**src/rtl/pdrt_pkg.sv**
```systemverilog
// ----------------------------------------------------------------------------
// pdrt_pkg
// Shared constants, register indexes and controller/datapath interface types
// for the prescaled dual reload timer.
// ----------------------------------------------------------------------------
package pdrt_pkg;

  // Field widths
  localparam int COUNTER_BITS = 8;
  localparam int CNT_W        = COUNTER_BITS;
  localparam int CYC_W        = 6;
  localparam int DLY_W        = 4;
  localparam int TICK_W       = 9;              // ticks and wrap remainders, max 318
  localparam int PDIV_W       = 9;
  localparam int DVSR_W       = 2 * CNT_W + 1;  // holds a 16-bit period of 65536
  localparam int IN_W         = 16;
  localparam int OUT_W        = 24;
  localparam int CFG_IDX_W    = 3;
  localparam int CFG_DATA_W   = 9;

  localparam logic [CYC_W-1:0]  MAX_CYCLES = 6'd63;
  localparam logic [PDIV_W-1:0] PDIV_MAX   = 9'd256;
  localparam logic [CNT_W:0]    MOD8       = 9'h100;
  localparam logic [DVSR_W-1:0] MOD16      = 17'h10000;

  // Divider: 3 quotient bits per clock over a 9-bit dividend
  localparam int DIV_STEPS = 3;
  localparam int DIV_ITERS = TICK_W / DIV_STEPS;
  localparam int DIV_CNT_W = $clog2(DIV_ITERS);

  // Configuration register indexes
  localparam logic [CFG_IDX_W-1:0] REG_RUN_LOW     = 3'd0;
  localparam logic [CFG_IDX_W-1:0] REG_RUN_HIGH    = 3'd1;
  localparam logic [CFG_IDX_W-1:0] REG_LONG_MODE   = 3'd2;
  localparam logic [CFG_IDX_W-1:0] REG_LOW_IRQ_EN  = 3'd3;
  localparam logic [CFG_IDX_W-1:0] REG_HIGH_IRQ_EN = 3'd4;
  localparam logic [CFG_IDX_W-1:0] REG_LOW_RELOAD  = 3'd5;
  localparam logic [CFG_IDX_W-1:0] REG_HIGH_RELOAD = 3'd6;
  localparam logic [CFG_IDX_W-1:0] REG_PRESCALE    = 3'd7;

  // Divider operand select
  typedef logic [1:0] div_sel_t;
  localparam div_sel_t DSEL_PRESCALE = 2'd0;
  localparam div_sel_t DSEL_LOW      = 2'd1;
  localparam div_sel_t DSEL_HIGH     = 2'd2;

  typedef struct packed {
    logic     capture;
    logic     prep;
    logic     div_start;
    div_sel_t div_sel;
    logic     take_prescale;
    logic     tick;
    logic     fix_low;
    logic     fix_high;
    logic     out_load;
  } pdrt_cmd_t;

  typedef struct packed {
    logic running;
    logic ticks_zero;
    logic wrap_low;
    logic wrap_high;
    logic div_done;
    logic out_free;
  } pdrt_status_t;

endpackage

```
**src/rtl/prescaled_dual_reload_timer.sv**
```systemverilog
// ----------------------------------------------------------------------------
// prescaled_dual_reload_timer
// Prescaled timer with two 8-bit auto-reload counters that can be joined
// into one 16-bit counter.
// ----------------------------------------------------------------------------
// Each input transaction reports elapsed CPU time; the block swallows any
// pending start delay, divides the rest (plus the prescaler remainder) by the
// prescale divisor, advances the counters by the quotient and returns one
// result transaction with both counter bytes, the sticky overflow flags and
// the interrupts raised in that step. One transaction is in flight at a time.
// The time from acceptance to the result depends on whether the halves run
// and on how many counters wrap. The shared divider, which produces 3 quotient
// bits per clock, is used once for the prescaler when a half runs and once
// more for each wrapping counter, and not at all with both halves stopped.
// The result register lets the next input be accepted while a result waits
// on out_tready. Configuration writes are always taken (cfg_ready is tied
// high) and must only be issued while the block is idle.
// ----------------------------------------------------------------------------
module prescaled_dual_reload_timer (
  input  logic                              clk,
  input  logic                              rst_n,

  // input channel
  input  logic                              in_tvalid,
  output logic                              in_tready,
  // [5:0] cycles, [6] load_delay, [10:7] start_delay, [11] clear_low_flag,
  // [12] clear_high_flag, [15:13] zero
  input  logic [pdrt_pkg::IN_W-1:0]         in_tdata,

  // result channel
  output logic                              out_tvalid,
  input  logic                              out_tready,
  // [7:0] low_value, [15:8] high_value, [16] low_overflow_flag,
  // [17] high_overflow_flag, [18] low_irq, [19] high_irq, [23:20] zero
  output logic [pdrt_pkg::OUT_W-1:0]        out_tdata,

  // configuration write channel
  input  logic                              cfg_valid,
  output logic                              cfg_ready,
  input  logic [pdrt_pkg::CFG_IDX_W-1:0]    cfg_index,
  input  logic [pdrt_pkg::CFG_DATA_W-1:0]   cfg_data
);
  import pdrt_pkg::*;

  pdrt_cmd_t    cmd;
  pdrt_status_t status;

  // registers live in flops, so every write is accepted
  assign cfg_ready = 1'b1;

  pdrt_ctrl u_ctrl (
    .clk       (clk),
    .rst_n     (rst_n),
    .in_tvalid (in_tvalid),
    .in_tready (in_tready),
    .status    (status),
    .cmd       (cmd)
  );

  pdrt_datapath u_datapath (
    .clk        (clk),
    .rst_n      (rst_n),
    .cfg_we     (cfg_valid & cfg_ready),
    .cfg_index  (cfg_index),
    .cfg_data   (cfg_data),
    .in_tdata   (in_tdata),
    .out_tvalid (out_tvalid),
    .out_tready (out_tready),
    .out_tdata  (out_tdata),
    .cmd        (cmd),
    .status     (status)
  );

endmodule

```
**src/rtl/pdrt_div.sv**
```systemverilog
// ----------------------------------------------------------------------------
// pdrt_div
// Iterative restoring divider, 9-bit dividend by 17-bit divisor, three
// quotient bits per clock.
// ----------------------------------------------------------------------------
module pdrt_div (
  input  logic                          clk,
  input  logic                          rst_n,
  input  logic                          start,
  input  logic [pdrt_pkg::TICK_W-1:0]   dividend,
  input  logic [pdrt_pkg::DVSR_W-1:0]   divisor,
  output logic                          busy,
  output logic                          done,
  output logic [pdrt_pkg::TICK_W-1:0]   quo,
  output logic [pdrt_pkg::TICK_W-1:0]   rem
);
  import pdrt_pkg::*;

  logic                 busy_r, done_r;
  logic [DIV_CNT_W-1:0] cnt_r;
  logic [TICK_W-1:0]    dq_r, dq_nxt;
  logic [TICK_W-1:0]    rem_r, rem_nxt;
  logic [DVSR_W-1:0]    dvsr_r;

  // dq_r shifts dividend bits out at the top and quotient bits in below
  always_comb begin
    logic [TICK_W-1:0] r_v;
    logic [TICK_W-1:0] q_v;
    logic [TICK_W:0]   t_v;
    logic [DVSR_W-1:0] d_v;
    logic              ge_v;
    r_v = rem_r;
    q_v = dq_r;
    for (int i = 0; i < DIV_STEPS; i++) begin
      t_v  = {r_v, q_v[TICK_W-1]};
      ge_v = {{(DVSR_W-TICK_W-1){1'b0}}, t_v} >= dvsr_r;
      d_v  = {{(DVSR_W-TICK_W-1){1'b0}}, t_v} - dvsr_r;
      r_v  = ge_v ? d_v[TICK_W-1:0] : t_v[TICK_W-1:0];
      q_v  = {q_v[TICK_W-2:0], ge_v};
    end
    dq_nxt  = q_v;
    rem_nxt = r_v;
  end

  always_ff @(posedge clk) begin
    if (!rst_n) begin
      busy_r <= 1'b0;
      done_r <= 1'b0;
      cnt_r  <= '0;
    end else if (start) begin
      busy_r <= 1'b1;
      done_r <= 1'b0;
      cnt_r  <= '0;
    end else if (busy_r) begin
      cnt_r <= cnt_r + 1'b1;
      if (cnt_r == DIV_CNT_W'(DIV_ITERS - 1)) begin
        busy_r <= 1'b0;
        done_r <= 1'b1;
      end
    end else begin
      done_r <= 1'b0;
    end
  end

  always_ff @(posedge clk) begin
    if (start) begin
      dq_r   <= dividend;
      rem_r  <= '0;
      dvsr_r <= divisor;
    end else if (busy_r) begin
      dq_r  <= dq_nxt;
      rem_r <= rem_nxt;
    end
  end

  assign busy = busy_r;
  assign done = done_r;
  assign quo  = dq_r;
  assign rem  = rem_r;

endmodule

```
**src/rtl/pdrt_datapath.sv**
```systemverilog
// ----------------------------------------------------------------------------
// pdrt_datapath
// Configuration registers, timer state, prescaler and counter arithmetic,
// shared divider and the result register.
// ----------------------------------------------------------------------------
module pdrt_datapath (
  input  logic                              clk,
  input  logic                              rst_n,
  input  logic                              cfg_we,
  input  logic [pdrt_pkg::CFG_IDX_W-1:0]    cfg_index,
  input  logic [pdrt_pkg::CFG_DATA_W-1:0]   cfg_data,
  input  logic [pdrt_pkg::IN_W-1:0]         in_tdata,
  output logic                              out_tvalid,
  input  logic                              out_tready,
  output logic [pdrt_pkg::OUT_W-1:0]        out_tdata,
  input  pdrt_pkg::pdrt_cmd_t               cmd,
  output pdrt_pkg::pdrt_status_t            status
);
  import pdrt_pkg::*;

  // configuration
  logic              run_low_r, run_high_r, long_mode_r, low_ie_r, high_ie_r;
  logic [CNT_W-1:0]  low_reload_r, high_reload_r;
  logic [PDIV_W-1:0] pdiv_r;

  // timer state
  logic [CNT_W-1:0]  low_cnt_r, low_cnt_nxt, high_cnt_r, high_cnt_nxt;
  logic [CNT_W-1:0]  acc_r, acc_nxt;
  logic [DLY_W-1:0]  delay_r, delay_nxt;
  logic              low_flag_r, low_flag_nxt, high_flag_r, high_flag_nxt;

  // per-transaction work registers
  logic [CYC_W-1:0]  cyc_r, cyc_nxt;
  logic [TICK_W-1:0] ticks_r, ticks_nxt, rem_lo_r, rem_lo_nxt, rem_hi_r, rem_hi_nxt;
  logic              wrap_lo_r, wrap_lo_nxt, wrap_hi_r, wrap_hi_nxt;
  logic              irq_lo_r, irq_lo_nxt, irq_hi_r, irq_hi_nxt;

  // result register
  logic              out_valid_r;
  logic [OUT_W-1:0]  out_data_r;

  // input fields
  logic [CYC_W-1:0]  in_cycles;
  logic              in_load_delay, in_clr_low, in_clr_high;
  logic [DLY_W-1:0]  in_start_delay;

  assign in_cycles      = in_tdata[5:0];
  assign in_load_delay  = in_tdata[6];
  assign in_start_delay = in_tdata[10:7];
  assign in_clr_low     = in_tdata[11];
  assign in_clr_high    = in_tdata[12];

  logic              running, long_en;
  logic [CYC_W-1:0]  skip;
  logic [TICK_W-1:0] sum;
  logic [PDIV_W-1:0] div_eff;
  logic [CNT_W:0]    per_lo, per_hi, tov_lo, tov_hi;
  logic [DVSR_W-1:0] per_long, tov16;
  logic [2*CNT_W-1:0] v16, long_sum, long_fix;
  logic              long_wrap, lo_wrap, hi_wrap;

  // divider
  logic              div_busy, div_done;
  logic [TICK_W-1:0] div_dividend, div_quo, div_rem;
  logic [DVSR_W-1:0] div_divisor;

  assign running = run_low_r | run_high_r;
  assign long_en = long_mode_r & run_low_r & run_high_r;

  assign skip    = ({2'b00, delay_r} < cyc_r) ? {2'b00, delay_r} : cyc_r;
  assign sum     = {1'b0, acc_r} + {3'b000, CYC_W'(cyc_r - skip)};
  assign div_eff = (pdiv_r == '0 || pdiv_r > PDIV_MAX) ? PDIV_MAX : pdiv_r;

  assign per_lo   = MOD8 - {1'b0, low_reload_r};
  assign per_hi   = MOD8 - {1'b0, high_reload_r};
  assign per_long = MOD16 - {1'b0, high_reload_r, low_reload_r};

  assign v16       = {high_cnt_r, low_cnt_r};
  assign tov16     = MOD16 - {1'b0, v16};
  assign long_wrap = {{(DVSR_W-TICK_W){1'b0}}, ticks_r} >= tov16;
  assign long_sum  = v16 + {{(2*CNT_W-TICK_W){1'b0}}, ticks_r};
  assign long_fix  = {high_reload_r, low_reload_r} + {{(2*CNT_W-TICK_W){1'b0}}, div_rem};

  assign tov_lo  = MOD8 - {1'b0, low_cnt_r};
  assign tov_hi  = MOD8 - {1'b0, high_cnt_r};
  assign lo_wrap = ticks_r >= tov_lo;
  assign hi_wrap = ticks_r >= tov_hi;

  always_comb begin
    case (cmd.div_sel)
      DSEL_LOW: begin
        div_dividend = rem_lo_r;
        div_divisor  = long_en ? per_long : {{(DVSR_W-CNT_W-1){1'b0}}, per_lo};
      end
      DSEL_HIGH: begin
        div_dividend = rem_hi_r;
        div_divisor  = {{(DVSR_W-CNT_W-1){1'b0}}, per_hi};
      end
      default: begin
        div_dividend = sum;
        div_divisor  = {{(DVSR_W-PDIV_W){1'b0}}, div_eff};
      end
    endcase
  end

  pdrt_div u_div (
    .clk      (clk),
    .rst_n    (rst_n),
    .start    (cmd.div_start),
    .dividend (div_dividend),
    .divisor  (div_divisor),
    .busy     (div_busy),
    .done     (div_done),
    .quo      (div_quo),
    .rem      (div_rem)
  );

  always_comb begin
    low_cnt_nxt   = low_cnt_r;
    high_cnt_nxt  = high_cnt_r;
    acc_nxt       = acc_r;
    delay_nxt     = delay_r;
    low_flag_nxt  = low_flag_r;
    high_flag_nxt = high_flag_r;
    cyc_nxt       = cyc_r;
    ticks_nxt     = ticks_r;
    rem_lo_nxt    = rem_lo_r;
    rem_hi_nxt    = rem_hi_r;
    wrap_lo_nxt   = wrap_lo_r;
    wrap_hi_nxt   = wrap_hi_r;
    irq_lo_nxt    = irq_lo_r;
    irq_hi_nxt    = irq_hi_r;

    if (cmd.capture) begin
      // flag clears first, then the delay load
      cyc_nxt     = (in_cycles > MAX_CYCLES) ? MAX_CYCLES : in_cycles;
      wrap_lo_nxt = 1'b0;
      wrap_hi_nxt = 1'b0;
      irq_lo_nxt  = 1'b0;
      irq_hi_nxt  = 1'b0;
      ticks_nxt   = '0;
      if (in_clr_low)    low_flag_nxt  = 1'b0;
      if (in_clr_high)   high_flag_nxt = 1'b0;
      if (in_load_delay) delay_nxt     = in_start_delay;
    end

    if (cmd.prep && running) begin
      delay_nxt = delay_r - skip[DLY_W-1:0];
    end

    if (cmd.take_prescale) begin
      acc_nxt   = div_rem[CNT_W-1:0];
      ticks_nxt = div_quo;
    end

    if (cmd.tick) begin
      if (long_en) begin
        if (long_wrap) begin
          low_flag_nxt  = 1'b1;
          high_flag_nxt = 1'b1;
          irq_hi_nxt    = high_ie_r;
          wrap_lo_nxt   = 1'b1;
          rem_lo_nxt    = ticks_r - tov16[TICK_W-1:0];
        end else begin
          {high_cnt_nxt, low_cnt_nxt} = long_sum;
        end
      end else begin
        if (run_low_r) begin
          if (lo_wrap) begin
            low_flag_nxt = 1'b1;
            irq_lo_nxt   = low_ie_r;
            wrap_lo_nxt  = 1'b1;
            rem_lo_nxt   = ticks_r - tov_lo;
          end else begin
            low_cnt_nxt = low_cnt_r + ticks_r[CNT_W-1:0];
          end
        end
        if (run_high_r) begin
          if (hi_wrap) begin
            high_flag_nxt = 1'b1;
            irq_hi_nxt    = high_ie_r;
            wrap_hi_nxt   = 1'b1;
            rem_hi_nxt    = ticks_r - tov_hi;
          end else begin
            high_cnt_nxt = high_cnt_r + ticks_r[CNT_W-1:0];
          end
        end
      end
    end

    // restart from the reload value plus what is left of the period
    if (cmd.fix_low) begin
      if (long_en) begin
        {high_cnt_nxt, low_cnt_nxt} = long_fix;
      end else begin
        low_cnt_nxt = low_reload_r + div_rem[CNT_W-1:0];
      end
    end
    if (cmd.fix_high) begin
      high_cnt_nxt = high_reload_r + div_rem[CNT_W-1:0];
    end
  end

  always_ff @(posedge clk) begin
    if (!rst_n) begin
      run_low_r     <= 1'b0;
      run_high_r    <= 1'b0;
      long_mode_r   <= 1'b0;
      low_ie_r      <= 1'b0;
      high_ie_r     <= 1'b0;
      low_reload_r  <= '0;
      high_reload_r <= '0;
      pdiv_r        <= PDIV_MAX;
    end else if (cfg_we) begin
      case (cfg_index)
        REG_RUN_LOW:     run_low_r     <= cfg_data[0];
        REG_RUN_HIGH:    run_high_r    <= cfg_data[0];
        REG_LONG_MODE:   long_mode_r   <= cfg_data[0];
        REG_LOW_IRQ_EN:  low_ie_r      <= cfg_data[0];
        REG_HIGH_IRQ_EN: high_ie_r     <= cfg_data[0];
        REG_LOW_RELOAD:  low_reload_r  <= cfg_data[CNT_W-1:0];
        REG_HIGH_RELOAD: high_reload_r <= cfg_data[CNT_W-1:0];
        REG_PRESCALE:    pdiv_r        <= cfg_data[PDIV_W-1:0];
        default: ;
      endcase
    end
  end

  always_ff @(posedge clk) begin
    if (!rst_n) begin
      low_cnt_r   <= '0;
      high_cnt_r  <= '0;
      acc_r       <= '0;
      delay_r     <= '0;
      low_flag_r  <= 1'b0;
      high_flag_r <= 1'b0;
      wrap_lo_r   <= 1'b0;
      wrap_hi_r   <= 1'b0;
      out_valid_r <= 1'b0;
    end else begin
      low_cnt_r   <= low_cnt_nxt;
      high_cnt_r  <= high_cnt_nxt;
      acc_r       <= acc_nxt;
      delay_r     <= delay_nxt;
      low_flag_r  <= low_flag_nxt;
      high_flag_r <= high_flag_nxt;
      wrap_lo_r   <= wrap_lo_nxt;
      wrap_hi_r   <= wrap_hi_nxt;
      if (cmd.out_load) begin
        out_valid_r <= 1'b1;
      end else if (out_tready) begin
        out_valid_r <= 1'b0;
      end
    end
  end

  always_ff @(posedge clk) begin
    cyc_r    <= cyc_nxt;
    ticks_r  <= ticks_nxt;
    rem_lo_r <= rem_lo_nxt;
    rem_hi_r <= rem_hi_nxt;
    irq_lo_r <= irq_lo_nxt;
    irq_hi_r <= irq_hi_nxt;
    if (cmd.out_load) begin
      out_data_r <= {4'b0000, irq_hi_r, irq_lo_r, high_flag_r, low_flag_r,
                     high_cnt_r, low_cnt_r};
    end
  end

  assign out_tvalid = out_valid_r;
  assign out_tdata  = out_data_r;

  assign status.running    = running;
  assign status.ticks_zero = (ticks_r == '0);
  assign status.wrap_low   = wrap_lo_r;
  assign status.wrap_high  = wrap_hi_r;
  assign status.div_done   = div_done;
  assign status.out_free   = ~out_valid_r | out_tready;

  // assertions
  a_div_idle_on_start: assert property (@(posedge clk) disable iff (!rst_n)
    cmd.div_start |-> !div_busy)
    else $error("divider started while busy");

  a_acc_below_div: assert property (@(posedge clk) disable iff (!rst_n)
    cmd.take_prescale |=> ({1'b0, acc_r} < div_eff))
    else $error("prescaler remainder not below divisor");

  a_long_wrap_flags: assert property (@(posedge clk) disable iff (!rst_n)
    (cmd.tick && long_en && long_wrap) |=> (low_flag_r && high_flag_r))
    else $error("16-bit wrap did not set both flags");

  a_irq_has_flag: assert property (@(posedge clk) disable iff (!rst_n)
    (out_valid_r && out_data_r[18]) |-> out_data_r[16])
    else $error("low interrupt without low flag");

endmodule

```
**src/rtl/pdrt_ctrl.sv**
```systemverilog
// ----------------------------------------------------------------------------
// pdrt_ctrl
// Sequencer: capture, prescale divide, counter advance, wrap fix-ups and
// result hand-off.
// ----------------------------------------------------------------------------
module pdrt_ctrl (
  input  logic                    clk,
  input  logic                    rst_n,
  input  logic                    in_tvalid,
  output logic                    in_tready,
  input  pdrt_pkg::pdrt_status_t  status,
  output pdrt_pkg::pdrt_cmd_t     cmd
);
  import pdrt_pkg::*;

  localparam logic [2:0] S_IDLE  = 3'd0;
  localparam logic [2:0] S_PREP  = 3'd1;
  localparam logic [2:0] S_PWAIT = 3'd2;
  localparam logic [2:0] S_TICK  = 3'd3;
  localparam logic [2:0] S_CHK   = 3'd4;
  localparam logic [2:0] S_LWAIT = 3'd5;
  localparam logic [2:0] S_HWAIT = 3'd6;
  localparam logic [2:0] S_OUT   = 3'd7;

  logic [2:0] state_r, state_nxt;

  always_comb begin
    state_nxt = state_r;
    cmd       = '0;
    cmd.div_sel = DSEL_PRESCALE;
    in_tready = 1'b0;
    case (state_r)
      S_IDLE: begin
        in_tready = 1'b1;
        if (in_tvalid) begin
          cmd.capture = 1'b1;
          state_nxt   = S_PREP;
        end
      end
      S_PREP: begin
        cmd.prep = 1'b1;
        if (status.running) begin
          cmd.div_start = 1'b1;
          state_nxt     = S_PWAIT;
        end else begin
          state_nxt = S_OUT;
        end
      end
      S_PWAIT: begin
        if (status.div_done) begin
          cmd.take_prescale = 1'b1;
          state_nxt         = S_TICK;
        end
      end
      S_TICK: begin
        if (status.ticks_zero) begin
          state_nxt = S_OUT;
        end else begin
          cmd.tick  = 1'b1;
          state_nxt = S_CHK;
        end
      end
      S_CHK: begin
        if (status.wrap_low) begin
          cmd.div_start = 1'b1;
          cmd.div_sel   = DSEL_LOW;
          state_nxt     = S_LWAIT;
        end else if (status.wrap_high) begin
          cmd.div_start = 1'b1;
          cmd.div_sel   = DSEL_HIGH;
          state_nxt     = S_HWAIT;
        end else begin
          state_nxt = S_OUT;
        end
      end
      S_LWAIT: begin
        if (status.div_done) begin
          cmd.fix_low = 1'b1;
          if (status.wrap_high) begin
            cmd.div_start = 1'b1;
            cmd.div_sel   = DSEL_HIGH;
            state_nxt     = S_HWAIT;
          end else begin
            state_nxt = S_OUT;
          end
        end
      end
      S_HWAIT: begin
        if (status.div_done) begin
          cmd.fix_high = 1'b1;
          state_nxt    = S_OUT;
        end
      end
      S_OUT: begin
        if (status.out_free) begin
          cmd.out_load = 1'b1;
          state_nxt    = S_IDLE;
        end
      end
      default: state_nxt = S_IDLE;
    endcase
  end

  always_ff @(posedge clk) begin
    if (!rst_n) begin
      state_r <= S_IDLE;
    end else begin
      state_r <= state_nxt;
    end
  end

endmodule
```
**config.mk**
```make
export PLATFORM = sky130hd
export DESIGN_NAME = prescaled_dual_reload_timer
export DESIGN_NICKNAME = d
export VERILOG_FILES = /design/src/rtl/pdrt_pkg.sv /design/src/rtl/prescaled_dual_reload_timer.sv /design/src/rtl/pdrt_div.sv /design/src/rtl/pdrt_datapath.sv /design/src/rtl/pdrt_ctrl.sv
export SDC_FILE = /design/constraint.sdc
export NUM_CORES = 1
export LEC_CHECK = 0
export ABC_AREA = 1
export BUFFER_PORTS_ARGS = -buffer_cell sky130_fd_sc_hd__buf_2
export CORE_MARGIN = 4
export CORE_UTILIZATION = 35
export CTS_CLUSTER_SIZE = 14
export DETAILED_ROUTE_END_ITERATION = 16
export GPL_TIMING_DRIVEN = 1
export SLEW_MARGIN = 10
export SYNTH_ARGS = -nofsm -noshare
export SYNTH_HDL_FRONTEND = slang
export SYNTH_SLANG_ARGS = --single-unit
```
**constraint.sdc**
```tcl
create_clock -name clk -period 12.1 [get_ports clk]
set_input_delay 1.21 -clock clk [delete_from_list [all_inputs] [get_ports clk]]
set_output_delay 1.21 -clock clk [all_outputs]
set_load 0.01 [all_outputs]
```
; After elaboration in Yosys (flattened, before gate mapping)
; Index checks and enable logic that the tools add are counted.
[classes]
bitwise = 8
order_cmp = 9
n_addsub = 22
n_mul = 0
n_eq_ne = 25
reduce_logical = 30
n_div = 0
shift = 0
mux = 103
[ops]
columns = op, n
row1 = 8-bit 2-to-1 mux, 15
row2 = 9-bit 2-to-1 mux, 12
row3 = 1-bit 2-to-1 mux, 55
row4 = 9-bit subtractor, 6
row5 = 10-bit by 17-bit greater-or-equal comparator with 1-bit output, 3
row6 = 9-bit by 8-bit subtractor with 9-bit output (first input constant), 4
row7 = 17-bit one-hot mux with 2 select lines, 1
row8 = 17-bit by 16-bit subtractor with 17-bit output (first input constant), 2
row9 = 16-bit by 9-bit adder with 16-bit output, 2
row10 = 8-bit adder, 4
row11 = 3-bit 2-to-1 mux, 9
row12 = 3-bit == test (second input constant), 8
row13 = 3-bit one-hot mux with 8 select lines, 1
row14 = 9-bit greater-or-equal comparator, 2
row15 = 9-bit zero test, 2
row16 = 9-bit one-hot mux with 2 select lines, 1
row17 = 2-bit AND reduction, 9
row18 = 9-bit by 17-bit greater-or-equal comparator with 1-bit output, 1
row19 = 17-bit 2-to-1 mux, 1
row20 = 2-bit nonzero test, 8
row21 = 3-bit by 2-bit == test with 1-bit output (second input constant), 4
row22 = 4-bit 2-to-1 mux, 3
row23 = 4-bit AND reduction, 3
row24 = 8-bit by 6-bit adder with 9-bit output, 1
row25 = other kinds (27), 40
[totals]
in_bits = 33
romBits = 0
n_memories = 0
out_inout_bits = 27
wordCells = 228
register_bits = 160
ramBits = 0
latchBits = 0

; Depth between registers and ports, before layout
[depth]
ltp_word = 9
ltp_mapped = 37
depth_no_buf = 36

; Hierarchy
; A second synthesis with hierarchy kept.
[unflattened]
cells_unflattened = 1796
area_unflattened_um2 = 12943.7
[by_module_without_submodules]
columns = mod, seq_area_each_um2, n_inst, area_per_inst_um2, cells_per_inst
row1 = pdrt_datapath, 2892.8, 1, 9310.2, 1307
row2 = pdrt_div, 1041.0, 1, 3265.6, 423
row3 = pdrt_ctrl, 60.1, 1, 356.6, 64
row4 = prescaled_dual_reload_timer, 0.0, 1, 11.3, 2

; Worst setup path before layout
; No wires, ideal clock.
[synth_path]
path_type = register to register
start = reg u_datapath.u_div.dvsr_r[5]
end = reg u_datapath.u_div.rem_r[0], in the netlist u_datapath.u_div.rem[0]
path_stages_with_launch = 33
path_buffers = 2
synth_period_minus_slack_ns = 4.711
setup_slack_ns = 7.389
t_arrival_ns = 4.570
required_ns = 11.959
setup_ns = 0.141
cell_sequence = edfxtp_1 -> inv_1 -> ha_1 -> nand2_1 -> nor2_1 -> nand4_1 -> or4_4 -> nand3_4 -> inv_4 -> nand2_1 -> o21ai_2 -> ha_1 -> a21o_1 -> o21ai_1 -> o211ai_1 -> nand2_1 -> nand4_2 -> inv_2 -> buf_2 -> nand3_1 -> nand2_1 -> inv_1 -> ha_1 -> inv_1 -> nor3_1 -> inv_1 -> nor3_1 -> nand3_1 -> nand4_1 -> clkbuf_1 -> a21oi_1 -> o21ai_0 -> o22ai_1
[synth_via]
elab_chain_len = 6
elab_cells_between_ends = 8
cone_classes = add/sub (2) / order compare (3) / mux (3)
[synth_rtl]
columns = item, line_no
row1 = from (decl), pdrt_div.sv:23  ; logic [DVSR_W-1:0] dvsr_r;
row2 = from (signal assigned), pdrt_div.sv:69  ; dvsr_r <= divisor;
row3 = 10-bit by 17-bit greater-or-equal comparator with 1-bit output or 9-bit subtractor (tied branches), "pdrt_div.sv:36, pdrt_div.sv:37"
row4 = 9-bit 2-to-1 mux, pdrt_div.sv:38  ; r_v = ge_v ? d_v[TICK_W-1:0] : t_v[TICK_W-1:0];
row5 = 10-bit by 17-bit greater-or-equal comparator with 1-bit output or 9-bit subtractor (tied branches), "pdrt_div.sv:36, pdrt_div.sv:37"
row6 = 9-bit 2-to-1 mux, pdrt_div.sv:38
row7 = 10-bit by 17-bit greater-or-equal comparator with 1-bit output (*), pdrt_div.sv:36  ; ge_v = {{(DVSR_W-TICK_W-1){1'b0}}, t_v} >= dvsr_r;
row8 = 9-bit 2-to-1 mux (*), pdrt_div.sv:38
row9 = to (signal assigned), pdrt_div.sv:72  ; rem_r <= rem_nxt;
row10 = to (decl), pdrt_div.sv:22  ; logic [TICK_W-1:0] rem_r, rem_nxt;
; Every way passes the cells marked *; elsewhere a longest branch is shown, timed or not.
; A chain may end at the register's enable or synchronous reset.

; Worst setup path after layout
[layout_path]
start = reg u_datapath.u_div.rem_r[3], in the netlist u_datapath.u_div.rem[3]
end = reg u_datapath.u_div.rem_r[4], in the netlist u_datapath.u_div.rem[4]
[layout_via]
elab_chain_len = 6
elab_cells_between_ends = 9
cone_classes = add/sub (3) / order compare (3) / mux (3)
[layout_rtl]
columns = item, line_no
row1 = 10-bit by 17-bit greater-or-equal comparator with 1-bit output or 9-bit subtractor (tied branches), "pdrt_div.sv:36, pdrt_div.sv:37"
row2 = 9-bit 2-to-1 mux (*), pdrt_div.sv:38
row3 = 10-bit by 17-bit greater-or-equal comparator with 1-bit output or 9-bit subtractor (tied branches), "pdrt_div.sv:36, pdrt_div.sv:37"
row4 = 9-bit 2-to-1 mux (*), pdrt_div.sv:38
row5 = 10-bit by 17-bit greater-or-equal comparator with 1-bit output or 9-bit subtractor (tied branches), "pdrt_div.sv:36, pdrt_div.sv:37"
row6 = 9-bit 2-to-1 mux (*), pdrt_div.sv:38
; Marks and branches as above.

==> qor.csv <==
metric,value,unit
Most common cell on crit path,nand2_1,
H-tree depth,4,
Vias/cell,5.297,
Final Hold Fails,0,
Finished Layout Cells,2196,
setup TNS,0,ns
library cells used by synthesis,61,
cts bufs inserted,17,
CTS sink cnt,160,
Gate Count Post-Synth,1705,
GRT Util Overall,19.55,%
Max-Cap Viols,0,
Ys Warns,0,
die height,196.5,microns
area delta synth->final,9.602,%
Rows,68,
cell count after placement,2164,
Worst Setup End Kind,flop,
num ports,60,
crit share post-route,50.88,%
status,"complete, no violations",
worst min path class,reg -> reg,
"Req. time, crit path",12.42,ns
Resized Gates After CTS,0,
endpoints failing setup,0,
Worst-path clk slew,0.07,ns
number of global-route vias before repair,10956,
First-pass DRT Iterations,5,
worst-path fanout max,12,
fin. max-slew vios,0,
routed wire length,37950,microns
Main synth FF type,dfxtp_1,
Leak,6.178,nW
unrepaired setup endpoints after global routing,no,
Final WS setup,5.944,ns
n_diodes,0,
worst-case clock skew,0.01682,ns
core area,0.03480,sq mm
max_slew headroom,20.35,%
share of layout cells above drive strength 1,8.443,%
worst stage delay on the critical path,0.48,ns
CP max stage cell,or4_4,
port bufs,51,
worst slack at placement,6.057,ns
Post-synth EDFFs,79,
minimum clock period,6.156,ns
VDD IR max,111.6,uV
fraction of registers with async set/reset,0,%
"FF+latch count, synth",160,
syn_area_per_cell,7.291,sq um
"Clk Latency, worst-skew pair",0.45,ns
Iteration-0 DRC Markers,851,
critical path startpoint category,flop,
drt wl/cell,17.28,microns
Util after Layout,39.15,%
Max clock buf depth,2,
Die Area,0.03859,sq mm
Max Fclk,0.1624,GHz
Clock Root Buffer,clkbuf_16,
fin nets,1878,
"Seq/Total Area, Yosys",32.13,%
Residual DRC,0,
vias,11632,
routability cong.,0.9415,
cts-stage hold buffer count,0,
Post-CTS Setup Inserts,0,
gr ovfl total,0,
first-pass GRT wire length,60000,microns
initial antenna violation count,2,
"Cell Area, Synth",0.01243,sq mm
Crit Path Category,reg -> reg,
Worst Max-Slew Pin Slew,1.193,ns
largest net degree at the start of global routing,47,
Die Wd,196.5,microns
worst path arrival time,6.48,ns
initial core utilization,35.72,%
CTS tree,done,
DP HPWL,29120,microns
Final ANT Viol Nets,0,
pwr dens,150.3,mW/mm^2
==> registers in the layout (all words and copies together) (netlist names), 2 cells and up <==
| name | count |
|---|---|
| u_datapath.u_div.rem | 9 |
| u_datapath.ticks_r | 9 |
| u_datapath.acc_r | 8 |
| u_datapath.delay_r | 4 |
| u_datapath.high_cnt_r | 8 |
| u_datapath.cyc_r | 6 |
| u_datapath.rem_hi_r | 9 |
| u_datapath.low_cnt_r | 8 |
| u_datapath.rem_lo_r | 9 |
| u_ctrl.state_r | 3 |
| u_datapath.pdiv_r | 9 |
| u_datapath.u_div.quo | 9 |
| u_datapath.u_div.cnt_r | 2 |
| u_datapath.high_reload_r | 8 |
| u_datapath.u_div.dvsr_r | 17 |
| u_datapath.low_reload_r | 8 |
| u_datapath.out_tdata | 20 |
==> critical path: cells and delay by family, from the launching register on <==
| kind | cells | cell delay [ns] |
|---|---|---|
| buf+inv | 4 | 0.83 |
| flops | 1 | 0.43 |
| fa+ha+maj | 3 | 1.16 |
| simple gates | 14 | 2.52 |
| compound gates | 8 | 1.08 |
==> path summary, 6_finish.rpt <==
| kind | from | endpoint | slack [ns] | cells past startpoint |
|---|---|---|---|---|
| hold / removal | u_datapath.irq_hi_r | u_datapath.out_tdata[19] | 0.44 | 0 |
| hold reg to reg | u_datapath.irq_hi_r | u_datapath.out_tdata[19] | 0.44 | 0 |
| setup reg to reg | u_datapath.u_div.rem[3] | u_datapath.u_div.rem[4] | 5.94 | 29 |
| setup / recovery | u_datapath.u_div.rem[3] | u_datapath.u_div.rem[4] | 5.94 | 29 |
==> metal layers <==
layer | vias up | GRT usage [%] | wire length (microns)
met2 | 339 | 32.38 | 17400
met5 | - | 0 | 0
li1 | 5769 | - | -
met4 | 0 | 4.500 | 581
met3 | 48 | 2.376 | 2177
met1 | 5476 | 27.45 | 17790
==> synth_stat cells (all sizes together) (3+ instances only) <==
| cell | instances | area [sq um] |
|---|---|---|
| a211oi | 9 | 67.56 |
| a21o | 6 | 45.04 |
| a21oi | 155 | 787.0 |
| a22o | 7 | 61.31 |
| a31oi | 19 | 118.9 |
| buf | 22 | 143.9 |
| clkbuf | 30 | 112.6 |
| dfxtp | 81 | 1622 |
| edfxtp | 79 | 2372 |
| fa | 12 | 240.2 |
| ha | 105 | 1314 |
| inv | 238 | 898.4 |
| nand2 | 349 | 1325 |
| nand3 | 98 | 508.0 |
| nand4 | 20 | 131.4 |
| nor2 | 177 | 734.5 |
| nor3 | 19 | 105.1 |
| nor4 | 7 | 43.79 |
| o211ai | 9 | 67.56 |
| o21a | 4 | 30.03 |
| o21ai | 140 | 715.7 |
| o21bai | 6 | 45.04 |
| o221ai | 3 | 26.28 |
| o22ai | 5 | 31.28 |
| o31ai | 3 | 22.52 |
| or2 | 10 | 62.56 |
| xnor2 | 22 | 192.7 |
| xor2 | 46 | 402.9 |
==> cells by family (layout without fill, tap and decap cells) <==
group	after synthesis	after routing	synth area share (%)
and+or+nand+nor	686	686	23.79
xor gates and xnor gates	68	68	4.791
other	2	5	0.06042
DFF	160	160	32.13
muxes	1	1	0.08053
adders and majority gates	117	117	12.50
AOI/OAI and AO/OA	381	381	17.35
buffers and inverters	290	323	9.290
==> cell type report <==
type                    instances  area [sq um]
multi-input cells            1258          7298
fillers                      3604         21170
well taps                     455         569.3
clock inverters                15         168.9
clock buffers                  17         425.4
inverters                     238         898.4
flip-flops and latches        160          3994
repair buffers                 53         270.3
==> power by group <==
group          total [W]  leakage (nW)  switching, W  internal (W)
sequential      0.000714          1.38     0.0000875      0.000626
combinational   0.000781          4.51      0.000494      0.000287
clock           0.000553         0.290      0.000260      0.000293
total            0.00205          6.18      0.000841       0.00121
==> through the flow <==
stage / power [W] / instance area (sq um) / hold slack, ns
floorplan: 0.001272 / 12440 / 0.4018
global placement: 0.001486 / 13030 / 0.4272
detailed placement: 0.001495 / 13030 / 0.4117
CTS: 0.002055 / 13620 / 0.4437
global route: 0.002193 / 13620 / 0.4544
finish: 0.002048 / 13620 / 0.4422
==> placed cells by master, fill, tap and decap left out, drive strengths merged, types with 3 or more instances in the layout <==
cell    count
a31oi      19
nand4      20
or2        10
o22ai       5
fa         12
o31ai       3
ha        105
o21ai     140
o21bai      6
clkbuf     17
inv       246
a21o        6
edfxtp     79
a22o        7
dfxtp      81
o211ai      9
o221ai      3
nand3      98
conb        5
xor2       46
nor4        7
clkinv      5
a21oi     155
a211oi      9
nor3       19
buf        53
nand2     349
o21a        4
xnor2      22
nor2      177
No activity file was read; power rests on OpenSTA's default activity.
